## src/rtl/tcw_pkg.sv

```systemverilog
`timescale 1ns / 1ps
package tcw_pkg;

  localparam int COLUMNS   = 80;
  localparam int ROWS      = 25;
  localparam int TAB_WIDTH = 4;

  localparam int CELLS     = COLUMNS * ROWS;
  localparam int COL_W     = $clog2(COLUMNS);
  localparam int ROW_W     = $clog2(ROWS);
  localparam int ADDR_W    = $clog2(CELLS);
  localparam int TAB_MOD_W = (TAB_WIDTH > 1) ? $clog2(TAB_WIDTH) : 1;
  localparam int TAB_CNT_W = $clog2(TAB_WIDTH + 1);

  localparam int OP_W      = 2;
  localparam int CHAR_W    = 8;
  localparam int COLOR_W   = 8;
  localparam int RD_ROW_W  = 5;
  localparam int RD_COL_W  = 7;
  localparam int CUR_COL_W = 7;
  localparam int CUR_ROW_W = 5;
  localparam int POS_W     = 11;

  localparam logic [COLOR_W-1:0] RESET_COLOR = 8'h07;
  localparam logic [CHAR_W-1:0]  CH_TAB      = 8'd9;
  localparam logic [CHAR_W-1:0]  CH_NEWLINE  = 8'd10;
  localparam logic [CHAR_W-1:0]  CH_RETURN   = 8'd13;
  localparam logic [CHAR_W-1:0]  CH_SPACE    = 8'd32;
  localparam logic [CHAR_W-1:0]  CH_BLANK    = 8'd0;

  typedef enum logic [OP_W-1:0] {
    OP_PUT   = 2'd0,
    OP_CLEAR = 2'd1,
    OP_READ  = 2'd2,
    OP_NONE  = 2'd3
  } op_t;

  typedef enum logic [2:0] {
    S_INIT,
    S_IDLE,
    S_PUT,
    S_SCROLL,
    S_CLEAR,
    S_READ,
    S_DONE
  } state_t;

  typedef struct packed {
    logic [ROW_W-1:0] row;
    logic [COL_W-1:0] col;
  } cell_pos_t;

  typedef struct packed {
    logic               we_char;
    logic               we_color;
    logic               re;
    logic [CHAR_W-1:0]  wchar;
    logic [COLOR_W-1:0] wcolor;
  } mem_ctl_t;

  typedef struct packed {
    logic               done;
    logic [ROW_W-1:0]   row;
    logic [COL_W-1:0]   col;
    logic [CHAR_W-1:0]  cell_char;
    logic [COLOR_W-1:0] cell_color;
  } result_t;

endpackage

```

## src/rtl/tcw_addr_unit.sv

```systemverilog
`timescale 1ns / 1ps
module tcw_addr_unit import tcw_pkg::*; (
  input  cell_pos_t         pos,
  input  logic [ROW_W-1:0]  top_row,
  output logic [ADDR_W-1:0] addr
);

  logic [ROW_W:0]   row_sum;
  logic [ROW_W-1:0] phys_row;

  // rows live in a ring; top_row is the physical row shown first
  always_comb begin
    row_sum = {1'b0, pos.row} + {1'b0, top_row};
    if (row_sum >= (ROW_W + 1)'(ROWS)) begin
      row_sum = row_sum - (ROW_W + 1)'(ROWS);
    end
    phys_row = row_sum[ROW_W-1:0];
    addr = ADDR_W'(phys_row) * ADDR_W'(COLUMNS) + ADDR_W'(pos.col);
  end

endmodule

```

## config.mk

```make
export PLATFORM = sky130hd
export DESIGN_NAME = tcw_addr_unit
export DESIGN_NICKNAME = d
export VERILOG_FILES = /design/src/rtl/tcw_pkg.sv /design/src/rtl/tcw_addr_unit.sv
export SDC_FILE = /design/constraint.sdc
export NUM_CORES = 1
export LEC_CHECK = 0
export BUFFER_PORTS_ARGS = -buffer_cell sky130_fd_sc_hd__buf_2
export CORE_AREA = 8 8 45 47
export DETAILED_ROUTE_END_ITERATION = 7
export DIE_AREA = 0 0 53 55
export PLACE_DENSITY = 0.83
export SLEW_MARGIN = 0
export SYNTH_ARGS = -nofsm -noshare
export SYNTH_HDL_FRONTEND = slang
export SYNTH_SLANG_ARGS = --single-unit
```

## constraint.sdc

```tcl
create_clock -name vclk -period 4.9
set_clock_uncertainty 0.15 [all_clocks]
set_input_delay 0.245 -clock vclk [all_inputs]
set_output_delay 0.245 -clock vclk [all_outputs]
set_load 0.01 [all_outputs]
```

==> flow_metrics.py <==
metrics = {
    "worst_setup_path": {
        "cp_data_required_time_ns": 4.51,
        "critPathLaunchType": "primary input",
        "critPathCaptureType": "output port",
        "crit_arrival_ns": 4.33,
        "timing.setup.critical_path_class": "in2out",
        "worstPathMaxFanout": 3,
    },
    "sta": {
        "finalSetupTns_ns": 0,
        "worst-slew-pin-transition_ns": 0.656,
        "post-route-period-util": 0.964,
        "report.final.setup_viol": 0,
        "timing.final.crit_period_ns": 4.72,
        "final-hold-violation-count": 0,
        "finalMaxSlewViolations": 0,
        "final_critical_path_setup_slack_ns": 0.177,
        "holdWs_ns": 0.340,
        "max_freq_mhz": 212,
        "timing.slew.headroom": 0.558,
    },
    "synthesis": {
        "yosys.cell_types.count": 30,
        "synth.most_common_cell": "sky130_fd_sc_hd__ha_1",
        "synth_sequential_area_ratio": 0,
        "yosysTopAreaCellShare": 0.303,
        "syn_area_um2": 661,
        "yosys-top-cells-area": "sky130_fd_sc_hd__ha_1, sky130_fd_sc_hd__xnor2_1, sky130_fd_sc_hd__fa_1, sky130_fd_sc_hd__a21oi_1, sky130_fd_sc_hd__buf_4",
        "syn_nets": 114,
        "synth_area_per_cell_um2": 8.47,
        "synth.yosys.warnings": 0,
        "synthCells": 78,
        "synth_largest_area_cell": "sky130_fd_sc_hd__ha_1",
        "top_post_synthesis_cells_by_count": "sky130_fd_sc_hd__ha_1, sky130_fd_sc_hd__xnor2_1, sky130_fd_sc_hd__a21oi_1",
    },
    "die": {
        "boundaryPins": 28,
        "area_enclosed_by_the_die_boundary_mm2": 0.00292,
        "fp.dieH_um": 55,
        "area_of_the_placeable_core_mm2": 0.00138,
        "floorplan.rows": 14,
        "die_w_um": 53,
        "initial_core_util": 0.477,
    },
    "placed_design": {
        "dp_hpwl_um": 1260,
        "routabilityCongestion": 0.739,
        "placedInstanceArea_um2": 758,
        "pre_cts_slack_ns": -0.0121,
        "placement.io_buffers": 20,
    },
    "detailed_routing": {
        "routed_wirelength_um": 1530,
        "routed_via_density": 5.58,
        "mean_routed_wirelength_per_cell_um": 13.6,
        "dr.first_iter.drc_count": 3,
        "vias": 631,
        "drc_errors": 0,
        "first_drt_pass_iteration_count": 2,
        "drtAntennaViolNets": 0,
    },
    "final_layout": {
        "ff_latch_area_um2": 0,
        "final_nets": 135,
        "clock_buffer_cells": 0,
        "insertedDiodeCount": 0,
        "fraction_of_final_layout_cells_sized_beyond_drive_strength_1": 0.340,
        "post-route-cell-area_um2": 818,
        "areaGrowthSynthToFinish_pct": 23.9,
        "finalCoreUtilization": 0.591,
        "nFlopsAndLatches": 0,
    },
    "worst_hold_path": {
        "min_from": "pos[2]",
        "worstHoldPathCells": 0,
        "hp-class": "in2out",
        "hold_path_end": "addr[2]",
    },
    "global_route": {
        "grt_pass1_vias": 668,
        "grt_use_total": 0.106,
        "grt_first_pass_wirelength_um": 2580,
        "grt_remaining_overflow": 0,
        "antenna_found_initial": 0,
        "grt_start_max_net_pins": 8,
    },
    "clock_tree": {
        "cts_hold_repair.buffers": 0,
    },
    "power_and_ir_drop": {
        "power_density_mw_per_mm2": 553,
        "power.static_leakage_nw": 0.411,
        "worst_ir_drop_vdd_uv": 557,
    },
    "flow_run": {
        "cap_violations": 0,
    },
    "status": {
        "run_status": "finished, final reports clean",
    },
}
[power breakdown]
part           internal [mW]  switching [mW]  total, mW
combinational          0.226           0.227      0.452
clock                      0               0          0
sequential                 0               0          0
total                  0.226           0.227      0.452
[timing repair]
| action | CTS | global route |
|---|---|---|
| pin swaps | 1 | 5 |
| setup endpoints to repair | 1 | 1 |
| buffers inserted | 0 | 2 |
| cloned | 0 | 0 |
| resized for setup | 1 | 10 |
[through the flow]
| step | cells | power [mW] |
|---|---|---|
| after CTS | 111 | 0.403 |
| after global routing | 113 | 0.511 |
| after floorplan | 78 | 0.287 |
| final | 113 | 0.452 |
| after global placement | 111 | 0.381 |
| after detailed placement | 111 | 0.397 |
[layout by cell type, fill, tap and decap left out, types with 3 or more instances in the layout]
master	n
sky130_fd_sc_hd__buf_2	20
sky130_fd_sc_hd__ha_1	13
sky130_fd_sc_hd__xnor2_1	8
sky130_fd_sc_hd__a21oi_1	6
sky130_fd_sc_hd__inv_1	5
sky130_fd_sc_hd__a211o_1	3
sky130_fd_sc_hd__o21ai_1	3
sky130_fd_sc_hd__nand2_1	3
sky130_fd_sc_hd__fa_1	3
sky130_fd_sc_hd__buf_4	3
[kinds of logic (layout without fill, tap and decap cells)]
family,count (synthesis),after routing,synth area share
buffers and inverters,9,28,0.0739
xor gates and xnor gates,10,10,0.133
and+or+nand+nor,15,15,0.123
muxes,2,2,0.0379
AOI/OAI and AO/OA,23,23,0.239
adders and majority gates,19,19,0.394
[per-layer routing]
layer  vias up  share of wire  global-route usage
li1        320              -                   -
met1       293           0.39               0.120
met2        16           0.53               0.209
met3         2          0.081              0.0187
met4         0         0.0026             0.00431
met5         -              0                   0
[worst max-delay path, stage by stage]
cell	delay [ns]
sky130_fd_sc_hd__buf_2	0.10
sky130_fd_sc_hd__ha_1	0.21
sky130_fd_sc_hd__fa_1	0.51
sky130_fd_sc_hd__inv_1	0.10
sky130_fd_sc_hd__ha_1	0.17
sky130_fd_sc_hd__inv_1	0.07
sky130_fd_sc_hd__o31a_1	0.28
sky130_fd_sc_hd__a41o_1	0.27
sky130_fd_sc_hd__nor2_2	0.17
sky130_fd_sc_hd__mux2_4	0.35
sky130_fd_sc_hd__ha_4	0.23
sky130_fd_sc_hd__ha_4	0.17
sky130_fd_sc_hd__fa_1	0.56
sky130_fd_sc_hd__nand2_1	0.09
sky130_fd_sc_hd__nor2b_2	0.14
sky130_fd_sc_hd__o21ai_1	0.09
sky130_fd_sc_hd__a221oi_2	0.29
sky130_fd_sc_hd__xnor2_1	0.14
sky130_fd_sc_hd__buf_2	0.14
[worst max-delay path by stage]
| stage | startpoint | endpoint | slack [ns] | cells past startpoint |
|---|---|---|---|---|
| after floorplan | pos[7] | addr[10] | 0.39 | 16 |
| after global placement | pos[7] | addr[10] | 0.06 | 18 |
| after detailed placement | pos[7] | addr[10] | -0.01 | 18 |
| after CTS | pos[7] | addr[10] | 0.03 | 18 |
| after global routing | pos[7] | addr[10] | -0.06 | 19 |
| final | pos[7] | addr[10] | 0.18 | 19 |
[layout make-up]
cell class | count | area [µm²]
multi-input cells | 69 | 657
well taps | 16 | 20.0
inverters | 5 | 18.8
fillers | 140 | 566
repair buffers | 23 | 123
Note: power is estimated with default switching activity, not from simulation.
