**src/rtl/tcw_pkg.sv**
```systemverilog
`timescale 1ns / 1ps
package tcw_pkg;

  localparam int COLUMNS   = 80;
  localparam int ROWS      = 25;
  localparam int TAB_WIDTH = 4;

  localparam int CELLS     = COLUMNS * ROWS;
  localparam int COL_W     = $clog2(COLUMNS);
  localparam int ROW_W     = $clog2(ROWS);
  localparam int ADDR_W    = $clog2(CELLS);
  localparam int TAB_MOD_W = (TAB_WIDTH > 1) ? $clog2(TAB_WIDTH) : 1;
  localparam int TAB_CNT_W = $clog2(TAB_WIDTH + 1);

  localparam int OP_W      = 2;
  localparam int CHAR_W    = 8;
  localparam int COLOR_W   = 8;
  localparam int RD_ROW_W  = 5;
  localparam int RD_COL_W  = 7;
  localparam int CUR_COL_W = 7;
  localparam int CUR_ROW_W = 5;
  localparam int POS_W     = 11;

  localparam logic [COLOR_W-1:0] RESET_COLOR = 8'h07;
  localparam logic [CHAR_W-1:0]  CH_TAB      = 8'd9;
  localparam logic [CHAR_W-1:0]  CH_NEWLINE  = 8'd10;
  localparam logic [CHAR_W-1:0]  CH_RETURN   = 8'd13;
  localparam logic [CHAR_W-1:0]  CH_SPACE    = 8'd32;
  localparam logic [CHAR_W-1:0]  CH_BLANK    = 8'd0;

  typedef enum logic [OP_W-1:0] {
    OP_PUT   = 2'd0,
    OP_CLEAR = 2'd1,
    OP_READ  = 2'd2,
    OP_NONE  = 2'd3
  } op_t;

  typedef enum logic [2:0] {
    S_INIT,
    S_IDLE,
    S_PUT,
    S_SCROLL,
    S_CLEAR,
    S_READ,
    S_DONE
  } state_t;

  typedef struct packed {
    logic [ROW_W-1:0] row;
    logic [COL_W-1:0] col;
  } cell_pos_t;

  typedef struct packed {
    logic               we_char;
    logic               we_color;
    logic               re;
    logic [CHAR_W-1:0]  wchar;
    logic [COLOR_W-1:0] wcolor;
  } mem_ctl_t;

  typedef struct packed {
    logic               done;
    logic [ROW_W-1:0]   row;
    logic [COL_W-1:0]   col;
    logic [CHAR_W-1:0]  cell_char;
    logic [COLOR_W-1:0] cell_color;
  } result_t;

endpackage

```
**src/rtl/tcw_ctrl.sv**
```systemverilog
`timescale 1ns / 1ps
module tcw_ctrl import tcw_pkg::*; (
  input  logic                clk,
  input  logic                rst,
  input  logic                start,
  input  logic [OP_W-1:0]     operation,
  input  logic [CHAR_W-1:0]   char_code,
  input  logic [RD_ROW_W-1:0] read_row,
  input  logic [RD_COL_W-1:0] read_column,
  input  logic                cfg_write,
  input  logic [COLOR_W-1:0]  cfg_data,
  input  logic [CHAR_W-1:0]   rdata_char,
  input  logic [COLOR_W-1:0]  rdata_color,
  output logic                busy,
  output cell_pos_t           pos,
  output logic [ROW_W-1:0]    top_row,
  output mem_ctl_t            mem,
  output result_t             res
);

  localparam logic [COL_W-1:0]     LAST_COL = COL_W'(COLUMNS - 1);
  localparam logic [ROW_W-1:0]     LAST_ROW = ROW_W'(ROWS - 1);
  localparam logic [TAB_MOD_W-1:0] LAST_MOD = TAB_MOD_W'(TAB_WIDTH - 1);

  state_t               state, state_next;
  logic [COL_W-1:0]     col, col_next;
  logic [ROW_W-1:0]     row, row_next;
  logic [TAB_MOD_W-1:0] col_mod, col_mod_next;
  logic [ROW_W-1:0]     top_row_next;
  logic [TAB_CNT_W-1:0] spaces, spaces_next;
  logic [CHAR_W-1:0]    ch_lat, ch_lat_next;
  logic [COL_W-1:0]     sw_col, sw_col_next;
  logic [ROW_W-1:0]     sw_row, sw_row_next;
  logic [COLOR_W-1:0]   blank_color, blank_color_next;
  logic [COLOR_W-1:0]   fill_color;
  logic [CHAR_W-1:0]    cell_char, cell_char_next;
  logic [COLOR_W-1:0]   cell_color, cell_color_next;
  logic                 in_grid;

  always_ff @(posedge clk) begin
    if (rst) begin
      state       <= S_INIT;
      col         <= '0;
      row         <= '0;
      col_mod     <= '0;
      top_row     <= '0;
      spaces      <= '0;
      sw_col      <= '0;
      sw_row      <= '0;
      blank_color <= RESET_COLOR;
      fill_color  <= RESET_COLOR;
    end else begin
      state       <= state_next;
      col         <= col_next;
      row         <= row_next;
      col_mod     <= col_mod_next;
      top_row     <= top_row_next;
      spaces      <= spaces_next;
      sw_col      <= sw_col_next;
      sw_row      <= sw_row_next;
      blank_color <= blank_color_next;
      if (cfg_write) begin
        fill_color <= cfg_data;
      end
    end
  end

  always_ff @(posedge clk) begin
    ch_lat     <= ch_lat_next;
    cell_char  <= cell_char_next;
    cell_color <= cell_color_next;
  end

  assign in_grid = (int'(read_row) < ROWS) && (int'(read_column) < COLUMNS);
  assign busy    = (state != S_IDLE);

  always_comb begin
    state_next       = state;
    col_next         = col;
    row_next         = row;
    col_mod_next     = col_mod;
    top_row_next     = top_row;
    spaces_next      = spaces;
    ch_lat_next      = ch_lat;
    sw_col_next      = sw_col;
    sw_row_next      = sw_row;
    blank_color_next = blank_color;
    cell_char_next   = cell_char;
    cell_color_next  = cell_color;
    pos              = '{row: row, col: col};
    mem              = '{we_char: 1'b0, we_color: 1'b0, re: 1'b0,
                         wchar: CH_BLANK, wcolor: blank_color};
    res              = '{done: 1'b0, row: row, col: col,
                         cell_char: cell_char, cell_color: cell_color};

    case (state)
      S_IDLE: begin
        pos = '{row: ROW_W'(read_row), col: COL_W'(read_column)};
        if (start) begin
          cell_char_next  = '0;
          cell_color_next = '0;
          case (op_t'(operation))
            OP_PUT: begin
              ch_lat_next = char_code;
              case (char_code)
                CH_NEWLINE: begin
                  col_next     = '0;
                  col_mod_next = '0;
                  spaces_next  = '0;
                  if (row == LAST_ROW) begin
                    top_row_next = (top_row == LAST_ROW) ? '0 : top_row + 1'b1;
                    sw_col_next  = '0;
                    state_next   = S_SCROLL;
                  end else begin
                    row_next   = row + 1'b1;
                    state_next = S_DONE;
                  end
                end
                CH_RETURN: begin
                  col_next     = '0;
                  col_mod_next = '0;
                  state_next   = S_DONE;
                end
                CH_TAB: begin
                  spaces_next = TAB_CNT_W'(TAB_WIDTH) - TAB_CNT_W'(col_mod);
                  ch_lat_next = CH_SPACE;
                  state_next  = S_PUT;
                end
                default: begin
                  spaces_next = TAB_CNT_W'(1);
                  state_next  = S_PUT;
                end
              endcase
            end
            OP_CLEAR: begin
              col_next         = '0;
              row_next         = '0;
              col_mod_next     = '0;
              top_row_next     = '0;
              sw_col_next      = '0;
              sw_row_next      = '0;
              blank_color_next = fill_color;
              state_next       = S_CLEAR;
            end
            OP_READ: begin
              if (in_grid) begin
                mem.re     = 1'b1;
                state_next = S_READ;
              end else begin
                state_next = S_DONE;
              end
            end
            default: begin
              state_next = S_DONE;
            end
          endcase
        end
      end

      S_PUT: begin
        mem.we_char = 1'b1;
        mem.wchar   = ch_lat;
        spaces_next = spaces - 1'b1;
        if (col == LAST_COL) begin
          col_next     = '0;
          col_mod_next = '0;
          if (row == LAST_ROW) begin
            top_row_next = (top_row == LAST_ROW) ? '0 : top_row + 1'b1;
            sw_col_next  = '0;
            state_next   = S_SCROLL;
          end else begin
            row_next   = row + 1'b1;
            state_next = (spaces == TAB_CNT_W'(1)) ? S_DONE : S_PUT;
          end
        end else begin
          col_next     = col + 1'b1;
          col_mod_next = (col_mod == LAST_MOD) ? '0 : col_mod + 1'b1;
          state_next   = (spaces == TAB_CNT_W'(1)) ? S_DONE : S_PUT;
        end
      end

      // blank the new bottom row
      S_SCROLL: begin
        pos          = '{row: LAST_ROW, col: sw_col};
        mem.we_char  = 1'b1;
        mem.we_color = 1'b1;
        mem.wcolor   = fill_color;
        sw_col_next  = sw_col + 1'b1;
        if (sw_col == LAST_COL) begin
          state_next = (spaces != '0) ? S_PUT : S_DONE;
        end
      end

      S_INIT, S_CLEAR: begin
        pos          = '{row: sw_row, col: sw_col};
        mem.we_char  = 1'b1;
        mem.we_color = 1'b1;
        if (sw_col == LAST_COL) begin
          sw_col_next = '0;
          if (sw_row == LAST_ROW) begin
            state_next = (state == S_INIT) ? S_IDLE : S_DONE;
          end else begin
            sw_row_next = sw_row + 1'b1;
          end
        end else begin
          sw_col_next = sw_col + 1'b1;
        end
      end

      S_READ: begin
        cell_char_next  = rdata_char;
        cell_color_next = rdata_color;
        state_next      = S_DONE;
      end

      S_DONE: begin
        res.done   = 1'b1;
        state_next = S_IDLE;
      end

      default: begin
        state_next = S_IDLE;
      end
    endcase
  end

endmodule

```
**config.mk**
```make
export PLATFORM = sky130hd
export DESIGN_NAME = tcw_ctrl
export DESIGN_NICKNAME = d
export VERILOG_FILES = /design/src/rtl/tcw_pkg.sv /design/src/rtl/tcw_ctrl.sv
export SDC_FILE = /design/constraint.sdc
export NUM_CORES = 1
export LEC_CHECK = 0
export ABC_CLOCK_PERIOD_IN_PS = 2300
export BUFFER_PORTS_ARGS = -buffer_cell sky130_fd_sc_hd__buf_4
export CAP_MARGIN = 5
export CORE_ASPECT_RATIO = 1.2
export CORE_MARGIN = 2
export CORE_UTILIZATION = 53
export DETAILED_ROUTE_END_ITERATION = 10
export PLACE_DENSITY = 0.8
export SLEW_MARGIN = 20
export SYNTH_ARGS = -nofsm -noshare
export SYNTH_HDL_FRONTEND = slang
export SYNTH_SLANG_ARGS = --single-unit
```
**constraint.sdc**
```tcl
create_clock -name clk -period 2.3 [get_ports clk]
set_input_delay 0.345 -clock clk [delete_from_list [all_inputs] [get_ports clk]]
set_output_delay 0.345 -clock clk [all_outputs]
set_load 0.01 [all_outputs]
```
==> impl_metrics.toml <==
[clock_tree]
clkSlewWorstSetupHoldPaths_ps = 90
clockBufferDepth = 2
clockRootBuffer = "clkbuf_8"
tritoncts = "yes"
clk_latency_ps = 360
cts_setup_buffers = 0
cts_sinks = 77
cts_buffers = 9
htreeDepth = 3
cts.hold.buffers_added = 0

[setup_path]
cp-start-kind = "register"
crit_path_max_incr_delay_ps = 460
cp.buffers_inverters = 3
cp_data_arrival_time_ps = 1860
critical_path.top_delay_family = "buffers and inverters"
worstPathRequired_ps = 1960
cp_slowest_cell = "dfxtp_4"
reg2reg_slack_ps = 170
crit_type = "register to output pin"
crit_start = "state[2]"
crit_path_end_kind = "output pin"
cp_cell_sequence = "buf_4 -> nand3b_1 -> buf_4 -> mux2_2 -> buf_4"
worstReg2RegStart = "col[0]"
crit_top_cell = "buf_4"
worst-path-max-fanout = 11

[layout]
area_growth_pct = 29.5
fin_nets = 690
antenna_cells = 0
drive_gt1_frac = 0.319
final_common_cell = "buf_4"
regArea_mm2 = 0.00179
design_area_mm2 = 0.00570
num-fill-cells = 659
multiInputGateArea_mm2 = 0.00242
layout_common_cells = "buf_4 (149), dfxtp_1 (51), nor2_1 (50), nand2_1 (42), a21oi_1 (29)"
stdcell_count = 721

[timing]
finalSetupTns_ps = 0
worst_pin_slew_ps = 648
setup_viol = 0
finalHoldWorstSlack_ps = 194
slew-limit-headroom = 0.561
fin_ws_ps = 96.1
fin_skew_ps = 10.9
clock.fmax_mhz = 454
period_share = 0.958
period_minus_slack_ps = 2200
rsz0062_at_grt = "false"
finalHoldViolCount = 0
slew_violations = 0

[synth]
synth_ff_type = "dfxtp_1"
synth_edf_count = 24
synthDistinctLibCells = 66
syn_inst = 495
syn_nets = 564
synth.avg_cell_area_um2 = 8.90
async_flop_share = 0
ys_seq_elements = 77
syn_area_mm2 = 0.00440
ys_seq_area_frac = 0.405
yosys_warnings = 0

[power_and_ir_drop]
irDropWorstVdd_v = 0.000270
seqPwrFrac = 0.551
power_density_mw_per_mm2 = 450
combPwrFrac = 0.071
p_leak_uw = 0.00237
switching_share = 0.257
internal_power_uw = 1910
p_clk_frac = 0.378
switchingPower_uw = 659

[floorplanning]
rows = 36
dieWidth_um = 87.2
dieArea_mm2 = 0.00906
coreArea_mm2 = 0.00811
dieHeight_um = 104
initial_utilization = 0.543
io_pins = 116

[place]
pre_cts_slack_ps = 111
port_buffers = 115
placed_cells = 705
dp_hpwl_mm = 9.21
gp_congestion = 0.908
placed_cell_area_mm2 = 0.00550

[flow_run]
cap_violations = 0

[route]
firstDrtPassIters = 4
avgViaCountPerCell = 5.95
num_vias = 4289
drc = 0
wire_per_inst_um = 16.8
postRouteAntennaNets = 0
wl_mm = 12.1
drt_iter0_markers = 303

[worst_hold_path]
min-delay-start = "cfg_data[1]"
worstHoldPathType = "input port to register"

[global_route]
antenna_found_initial = 0
grt_pass1_wl_mm = 19.4
grt_pass1_vias = 4126
overflow = 0
grt_usage = 0.268
grt_max_degree = 43

[run_status]
run_status = "finished clean"
cells by family (layout without fill, tap and decap cells):
kind of cell	count (synthesis)	in the layout	share of synthesized area
DFF	77	77	0.405
AOI/OAI and AO/OA	114	114	0.180
adders and majority gates	19	19	0.0540
xor gates and xnor gates	7	7	0.0139
muxes	17	17	0.0409
and+or+nand+nor	207	207	0.257
buffers and inverters	54	185	0.0503
per-stage QoR:
stage | util | total power [uW]
5_1_grt | 0.703 | 2650
4_1_cts | 0.701 | 2570
6_report | 0.703 | 2570
2_1_floorplan | - | 1520
3_5_place_dp | 0.678 | 1630
3_3_place_gp | 0.678 | 1620
final cells by class:
class | instances | area share
Clock buffer | 9 | 0.0217
Clock inverter | 7 | 0.0101
Inverter | 20 | 0.0132
Multi-Input combinational cell | 364 | 0.425
Sequential cell | 77 | 0.313
Tap cell | 95 | 0.0208
Timing Repair Buffer | 149 | 0.196
sequential cells by signal, indices dropped and copies added (netlist names):
register	cells
col_mod	2
cell_color	8
ch_lat	8
sw_col	7
row	5
top_row	5
spaces	3
blank_color	8
col	7
fill_color	8
state	3
sw_row	5
cell_char	8
layer usage:
| layer | share of wire | wire [um] | vias to the layer above | GRT usage |
|---|---|---|---|---|
| li1 | - | - | 2058 | - |
| met1 | 0.38 | 4560 | 2021 | 0.312 |
| met2 | 0.53 | 6410 | 177 | 0.473 |
| met3 | 0.059 | 708 | 33 | 0.0468 |
| met4 | 0.034 | 410 | 0 | 0.115 |
| met5 | 0 | 0 | - | 0 |
path summary, 6_finish.rpt:
| check | endpoint | cells past startpoint |
|---|---|---|
| worst max-delay path | mem[5] | 5 |
| worst min-delay path | fill_color[1] | 2 |
| worst max register to register | top_row[1] | 7 |
| worst min register to register | blank_color[6] | 2 |
synth_stat cells (5+ instances only):
cell	number	area share
dfxtp_1	53	0.24
nor2_1	51	0.043
nand2_1	42	0.036
a21oi_1	30	0.034
clkbuf_1	28	0.024
edfxtp_1	24	0.16
and3_1	22	0.031
inv_1	20	0.017
ha_1	19	0.054
o21ai_0	15	0.017
and2_1	14	0.020
o22ai_1	13	0.018
nor3_1	11	0.012
nand3_1	10	0.011
mux2i_1	9	0.020
nor4_1	9	0.013
mux2_2	8	0.020
nand2b_1	8	0.011
a211oi_1	7	0.012
nand3b_1	7	0.012
nor2b_1	7	0.0099
xnor2_1	7	0.014
a311oi_1	5	0.0099
nand4_1	5	0.0071
worst reg2reg max path, cell delays in order (launching register included):
cell	delay [ps]
dfxtp_1	360
ha_1	210
and3_1	330
a21oi_2	160
buf_4	190
nor4_1	500
mux2i_1	240
nor2_1	50
power groups by stage:
stage / Clock, uW / Combinational, uW / Sequential (uW)
4_1_cts: 971 / 182 / 1420
2_1_floorplan: 0 / 76.8 / 1440
6_report: 971 / 182 / 1410
5_1_grt: 1040 / 198 / 1420
3_5_place_dp: 0 / 180 / 1450
3_3_place_gp: 0 / 176 / 1450
what timing repair did:
item,CTS,global route
resized for setup,3,6
setup endpoints to repair,20,16
cloned,0,0
pin swaps,0,0
(Power assumes the default switching activity.)
